==> src/ppa_pkg.sv <==
// shared types and constants for the posterior proportion averager
package ppa_pkg;

  localparam int MAX_CATEGORIES_DEF = 64;
  localparam int KCFG_W   = 7;
  localparam int T_W      = 16;
  localparam int CAT_W    = 6;
  localparam int AU_W     = 33;
  localparam int P_W      = 25;
  localparam int SUM_W    = 39;
  localparam int TMP_W    = 31;
  localparam int PROD_W   = 58;
  localparam int LOG_W    = 32;
  localparam int DIFF_W   = 26;
  localparam int DIV_NUM_W = 58;
  localparam int CFG_ADDR_W = 3;
  localparam int CFG_DATA_W = 32;

  localparam logic [P_W-1:0] ONE_Q24 = 25'h1000000;

  localparam logic REG_NUM_CATEGORIES = 1'b0;
  localparam logic REG_NUM_SAMPLES    = 1'b1;

  typedef struct packed {
    logic signed [47:0] lr;
    logic signed [40:0] d;
    logic [39:0]        pu;
    logic [39:0]        ps;
  } acc_t;

  typedef enum logic [4:0] {
    S_LOAD, S_PU_RD, S_PU_DIV, S_PU_WAIT, S_PS_RD, S_PS_MUL, S_PS_DIV, S_PS_WAIT,
    S_LPS, S_LPS_WAIT, S_LPU, S_LPU_WAIT, S_ACC, S_OUT_RD, S_M_DIV, S_M_WAIT, S_OUT
  } state_t;

  typedef enum logic [3:0] {
    OP_NONE, OP_LOAD, OP_PU_DIV, OP_PU_TAKE, OP_PS_MUL, OP_PS_DIV, OP_PS_TAKE,
    OP_LPS, OP_LPS_TAKE, OP_LPU, OP_LPU_TAKE, OP_ACC, OP_M_DIV, OP_M_TAKE, OP_CLEAR
  } op_t;

  typedef enum logic [1:0] {M_PS, M_PU, M_D, M_LR} mfield_t;

  typedef struct packed {
    op_t     op;
    logic    first;
    mfield_t msel;
  } cmd_t;

  typedef struct packed {
    logic div_done;
    logic log_done;
    logic resp;
  } status_t;

endpackage

==> src/ppa_ctrl.sv <==
// sequencer: element loading, per-sample normalisation walk and result walk
module ppa_ctrl #(
  parameter int MAX_CATEGORIES = ppa_pkg::MAX_CATEGORIES_DEF
) (
  input  logic                                  clk,
  input  logic                                  rst_n,
  input  logic                                  cfg_clear,
  input  logic [$clog2(MAX_CATEGORIES+1)-1:0]   k_eff,
  input  logic [ppa_pkg::T_W-1:0]               t_eff,
  input  logic                                  in_valid,
  output logic                                  in_ready,
  output logic                                  out_valid,
  input  logic                                  out_ready,
  input  ppa_pkg::status_t                      status,
  output ppa_pkg::cmd_t                         cmd,
  output logic [$clog2(MAX_CATEGORIES)-1:0]     addr,
  output logic                                  last_result
);
  localparam int AW = $clog2(MAX_CATEGORIES);

  ppa_pkg::state_t        state_r, state_nxt;
  logic [AW-1:0]          e_r, e_nxt, j_r, j_nxt, km1, km2;
  logic [ppa_pkg::T_W-1:0] s_r, s_nxt;
  ppa_pkg::mfield_t       f_r, f_nxt;
  logic [ppa_pkg::T_W:0]  s_inc;

  always_ff @(posedge clk) begin
    if (!rst_n) begin
      state_r <= ppa_pkg::S_LOAD;
      e_r     <= '0;
      j_r     <= '0;
      s_r     <= '0;
      f_r     <= ppa_pkg::M_PS;
    end else begin
      state_r <= state_nxt;
      e_r     <= e_nxt;
      j_r     <= j_nxt;
      s_r     <= s_nxt;
      f_r     <= f_nxt;
    end
  end

  always_comb begin
    km1   = AW'(k_eff - 1'b1);
    km2   = AW'(k_eff - 2'd2);
    s_inc = (ppa_pkg::T_W+1)'(s_r) + 1'b1;
    state_nxt = state_r;
    e_nxt = e_r;
    j_nxt = j_r;
    s_nxt = s_r;
    f_nxt = f_r;
    cmd.op    = ppa_pkg::OP_NONE;
    cmd.first = (e_r == '0);
    cmd.msel  = f_r;
    in_ready  = 1'b0;
    out_valid = 1'b0;
    case (state_r)
      ppa_pkg::S_LOAD: begin
        in_ready = 1'b1;
        if (in_valid) begin
          cmd.op = ppa_pkg::OP_LOAD;
          if (e_r == km1) begin
            e_nxt = '0;
            j_nxt = '0;
            state_nxt = ppa_pkg::S_PU_RD;
          end else begin
            e_nxt = e_r + 1'b1;
          end
        end
      end
      ppa_pkg::S_PU_RD: state_nxt = ppa_pkg::S_PU_DIV;
      ppa_pkg::S_PU_DIV: begin
        cmd.op = ppa_pkg::OP_PU_DIV;
        state_nxt = ppa_pkg::S_PU_WAIT;
      end
      ppa_pkg::S_PU_WAIT: begin
        if (status.div_done) begin
          cmd.op = ppa_pkg::OP_PU_TAKE;
          if (j_r == km1) begin
            j_nxt = '0;
            state_nxt = ppa_pkg::S_PS_RD;
          end else begin
            j_nxt = j_r + 1'b1;
            state_nxt = ppa_pkg::S_PU_RD;
          end
        end
      end
      ppa_pkg::S_PS_RD: state_nxt = ppa_pkg::S_PS_MUL;
      ppa_pkg::S_PS_MUL: begin
        cmd.op = ppa_pkg::OP_PS_MUL;
        state_nxt = status.resp ? ppa_pkg::S_PS_DIV : ppa_pkg::S_ACC;
      end
      ppa_pkg::S_PS_DIV: begin
        cmd.op = ppa_pkg::OP_PS_DIV;
        state_nxt = ppa_pkg::S_PS_WAIT;
      end
      ppa_pkg::S_PS_WAIT: begin
        if (status.div_done) begin
          cmd.op = ppa_pkg::OP_PS_TAKE;
          state_nxt = ppa_pkg::S_LPS;
        end
      end
      ppa_pkg::S_LPS: begin
        cmd.op = ppa_pkg::OP_LPS;
        state_nxt = ppa_pkg::S_LPS_WAIT;
      end
      ppa_pkg::S_LPS_WAIT: begin
        if (status.log_done) begin
          cmd.op = ppa_pkg::OP_LPS_TAKE;
          state_nxt = ppa_pkg::S_LPU;
        end
      end
      ppa_pkg::S_LPU: begin
        cmd.op = ppa_pkg::OP_LPU;
        state_nxt = ppa_pkg::S_LPU_WAIT;
      end
      ppa_pkg::S_LPU_WAIT: begin
        if (status.log_done) begin
          cmd.op = ppa_pkg::OP_LPU_TAKE;
          state_nxt = ppa_pkg::S_ACC;
        end
      end
      ppa_pkg::S_ACC: begin
        cmd.op = ppa_pkg::OP_ACC;
        if (j_r == km1) begin
          j_nxt = '0;
          if (s_inc >= (ppa_pkg::T_W+1)'(t_eff)) begin
            state_nxt = ppa_pkg::S_OUT_RD;
          end else begin
            s_nxt = s_r + 1'b1;
            state_nxt = ppa_pkg::S_LOAD;
          end
        end else begin
          j_nxt = j_r + 1'b1;
          state_nxt = ppa_pkg::S_PS_RD;
        end
      end
      ppa_pkg::S_OUT_RD: begin
        f_nxt = ppa_pkg::M_PS;
        state_nxt = ppa_pkg::S_M_DIV;
      end
      ppa_pkg::S_M_DIV: begin
        cmd.op = ppa_pkg::OP_M_DIV;
        state_nxt = ppa_pkg::S_M_WAIT;
      end
      ppa_pkg::S_M_WAIT: begin
        if (status.div_done) begin
          cmd.op = ppa_pkg::OP_M_TAKE;
          if (f_r == ppa_pkg::M_LR) begin
            state_nxt = ppa_pkg::S_OUT;
          end else begin
            f_nxt = ppa_pkg::mfield_t'(f_r + 2'd1);
            state_nxt = ppa_pkg::S_M_DIV;
          end
        end
      end
      ppa_pkg::S_OUT: begin
        out_valid = 1'b1;
        if (out_ready) begin
          if (j_r == km2) begin
            cmd.op = ppa_pkg::OP_CLEAR;
            j_nxt = '0;
            s_nxt = '0;
            state_nxt = ppa_pkg::S_LOAD;
          end else begin
            j_nxt = j_r + 1'b1;
            state_nxt = ppa_pkg::S_OUT_RD;
          end
        end
      end
      default: state_nxt = ppa_pkg::S_LOAD;
    endcase
    if (cfg_clear) begin
      cmd.op = ppa_pkg::OP_CLEAR;
      in_ready = 1'b0;
      state_nxt = ppa_pkg::S_LOAD;
      e_nxt = '0;
      j_nxt = '0;
      s_nxt = '0;
      f_nxt = ppa_pkg::M_PS;
    end
  end

  assign addr        = (state_r == ppa_pkg::S_LOAD) ? e_r : j_r;
  assign last_result = (j_r == km2);
endmodule

==> config.mk <==
export PLATFORM = sky130hd
export DESIGN_NAME = ppa_ctrl
export DESIGN_NICKNAME = d
export VERILOG_FILES = /design/src/ppa_pkg.sv /design/src/ppa_ctrl.sv
export SDC_FILE = /design/constraint.sdc
export NUM_CORES = 1
export LEC_CHECK = 0
export BUFFER_PORTS_ARGS = -buffer_cell sky130_fd_sc_hd__buf_2
export CORE_MARGIN = 3
export CORE_UTILIZATION = 40
export CTS_BUF_LIST = sky130_fd_sc_hd__clkbuf_4 sky130_fd_sc_hd__clkbuf_8
export CTS_CLUSTER_DIAMETER = 150
export DETAILED_ROUTE_END_ITERATION = 8
export GPL_ROUTABILITY_DRIVEN = 0
export HOLD_SLACK_MARGIN = 0.06
export PLACE_DENSITY_LB_ADDON = 0.05
export SLEW_MARGIN = 20
export SYNTH_ARGS = -nofsm -noshare
export SYNTH_HDL_FRONTEND = slang
export SYNTH_SLANG_ARGS = --single-unit
==> constraint.sdc <==
create_clock -name clk -period 4.7 [get_ports clk]
set_input_delay 0.47 -clock clk [delete_from_list [all_inputs] [get_ports clk]]
set_output_delay 0.47 -clock clk [all_outputs]
set_load 0.01 [all_outputs]
==> key figures <==
Outcome
  – Outcome: finished clean

Placed design
  – Input/output buffers: 45
  – DP HPWL: 6390 µm
  – Setup WS pre-CTS: 0.828 ns

Power
  – Max VDD drop: 0.103 mV
  – LEAKAGE: 1.68 nW
  – Pwr dens: 182 mW/mm²
  – Total power: 0.672 mW

Timing
  – Fin crit period: 3.91 ns
  – Relative slew slack: 38.5%
  – Slew Viols, Final: 0
  – Setup Skew: 0.00779 ns
  – Worst slew pin tran: 0.915 ns
  – Setup TNS: 0 ns
  – Final setup vio count: 0
  – Final hold vios: 0
  – Hold slack: 0.516 ns
  – RSZ-0062 raised after global routing: no
  – Final period util: 83.2%
  – Worst Slack Setup Final: 0.791 ns
  – Fmax achieved: 256 MHz

Global routing
  – Busiest grt layer: met2
  – Vias in the first global route: 2906
  – GRT Total Usage: 17.5%
  – Initial antenna violation count: 0
  – Met1 usage: 23.6%
  – Global-route wire length before repair: 13800 µm
  – Routing usage on met2: 28.7%
  – Pin count of the biggest net entering global routing: 23
  – Congestion Overflow GR: 0
  – Met3 usage: 3.32%

Synthesis
  – Synthesized instance count: 432
  – Netlist cell types: 65
  – Syn Nets: 487
  – Post-synth EDFFs: 0
  – Yosys Warn Count: 0
  – Yosys reg bits: 35
  – Async SR Flop Fraction: 0%
  – Synth Area per Inst: 7.63 µm²
  – Netlist Area Pre-Place: 0.00329 mm²
  – Seq/Total Area, Yosys: 21.3%
  – Primary FF master, synth: dfxtp_1

CTS
  – CTS tree: done
  – Clk sinks: 35
  – Clk_lat worst skew: 0.29 ns
  – Hold-fix buffers at CTS: 0
  – CTS max path bufs: 2
  – Num CTS Buffers: 5
  – H-tree Lvls: 2
  – Post-CTS setup buffer count: 0
  – Root Buffer: clkbuf_8
  – Clk slew on worst S/H paths: 0.08 ns
  – Resized Gates After CTS: 0

Worst hold path
  – Hold Path Origin: j_r[5]
  – Worst hold path type: reg2reg

Finish
  – Fin nets: 523
  – Area Overhead vs Synth: 12.2%
  – # diodes: 0
  – Most frequent cells in the layout: buf_2 (45), nor2_1 (38), nand2_1 (36), dfxtp_1 (35), inv_1 (31)
  – Share of cells above drive strength 1: 17.7%
  – # fillers: 841
  – Final core occ: 47.1%
  – Most common cell after layout, fill and taps aside: buf_2

Floorplan
  – Initial Util: 42.0%
  – Core Area: 0.00785 mm²
  – Die area: 0.00936 mm²
  – Num rows: 32
  – Top Ports: 47
  – DIE HEIGHT: 96.8 µm
  – Width of the die: 96.8 µm

Detailed routing
  – Final wirelength: 8230 µm
  – Post-DR wirelength/cell: 14.4 µm
  – Vias per cell: 5.48
  – Drt first pass iters: 5
  – Vias: 3130
  – Drt drc: 0
  – First DRT Iteration DRCs: 133
  – Routed Antenna Nets: 0

Setup path
  – Crit path arrival time: 4.11 ns
  – Origin of the worst setup path: s_r[0]
  – CP endpoint kind: register
  – Critical Path RT: 4.90 ns
  – Crit Path Class: reg2reg
  – Crit start category: register
  – R2r startpoint: s_r[0]
  – Worst-path fanout max: 11

Flow run
  – Max Cap Violations: 0
[critical path: stages, from the launching register on]
cell and delay (ns):
dfxtp_1 0.43, ha_1 0.28, and3_1 0.28, and4_1 0.34, and3_1 0.27, nand3_1 0.13, xnor2_1 0.27, ha_1 0.28
nand2_1 0.09, nor3_1 0.07, a31oi_1 0.20, o2111ai_2 0.25, or4_4 0.70, o41ai_2 0.23
[path summary, 6_finish.rpt]
path	endpoint	cells after the start	slack, ns
min	j_r[5]	2	0.52
max reg2reg	s_r[13]	13	0.79
min reg2reg	j_r[5]	2	0.52
max	s_r[13]	13	0.79
[area by class of cell]
cell class	instances	area (µm²)	share of cell area, %
inverter	32	120	3.25
multi-input combinational	347	2390	64.7
clock buffer	6	82.6	2.23
tap	102	128	3.45
clock inverter	2	35.0	0.948
timing repair buffer	47	240	6.50
sequential	35	701	19.0
[per-layer routing]
metal  vias up  wire (µm)
li1       1625          -
met1      1444       3990
met2        57       3870
met3         4        336
met4         0         38
met5         -          0
[cell families after synthesis]
kind of cell	Yosys count	synth area share [%]
AND/OR/NAND/NOR	177	28.4
AO/OA/AOI/OAI	103	22.4
buffers and inverters	50	6.19
XOR/XNOR	36	10.2
flip-flops	35	21.3
adder cells (fa/ha/maj)	24	9.12
multiplexers	7	2.35
[flip-flops by register name, indices dropped and copies added (netlist names)]
name     count
s_r         16
e_r          6
j_r          6
state_r      5
f_r          2
[power by group]
part	leakage (nW)	switching (mW)	internal [mW]
Clock	0.0612	0.117	0.172
Combinational	1.34	0.0486	0.0360
Sequential	0.282	0.00113	0.297
[cell usage after synthesis, types with 4 or more instances]
master    count  area [µm²]
o31ai_1       6        45.0
a21oi_1      21         105
o21ai_0      11        55.1
nor4_1        4        25.0
nand4_1       5        31.3
a22oi_1       4        30.0
mux2_2        6        67.6
nand3_1      28         140
clkbuf_1     10        37.5
nor3_1       11        55.1
nor2_1       38         143
a31oi_1       8        50.1
and3_1       13        81.3
inv_1        31         116
ha_1         24         300
nor2b_1       6        37.5
o21ai_1      14        70.1
and4_1        4        35.0
nand2b_1      8        50.1
dfxtp_1      35         701
buf_2         4        20.0
o31ai_2       9         113
xor2_1       12         105
xnor2_1      22         193
and2_1        7        43.8
nand2_1      36         135
[through the flow]
step	std cells	cell area, µm²
floorplan	432	3290
CTS	571	3700
finish	571	3700
global placement	563	3580
global route	571	3700
detailed placement	563	3580
(Power assumes the default switching activity.)
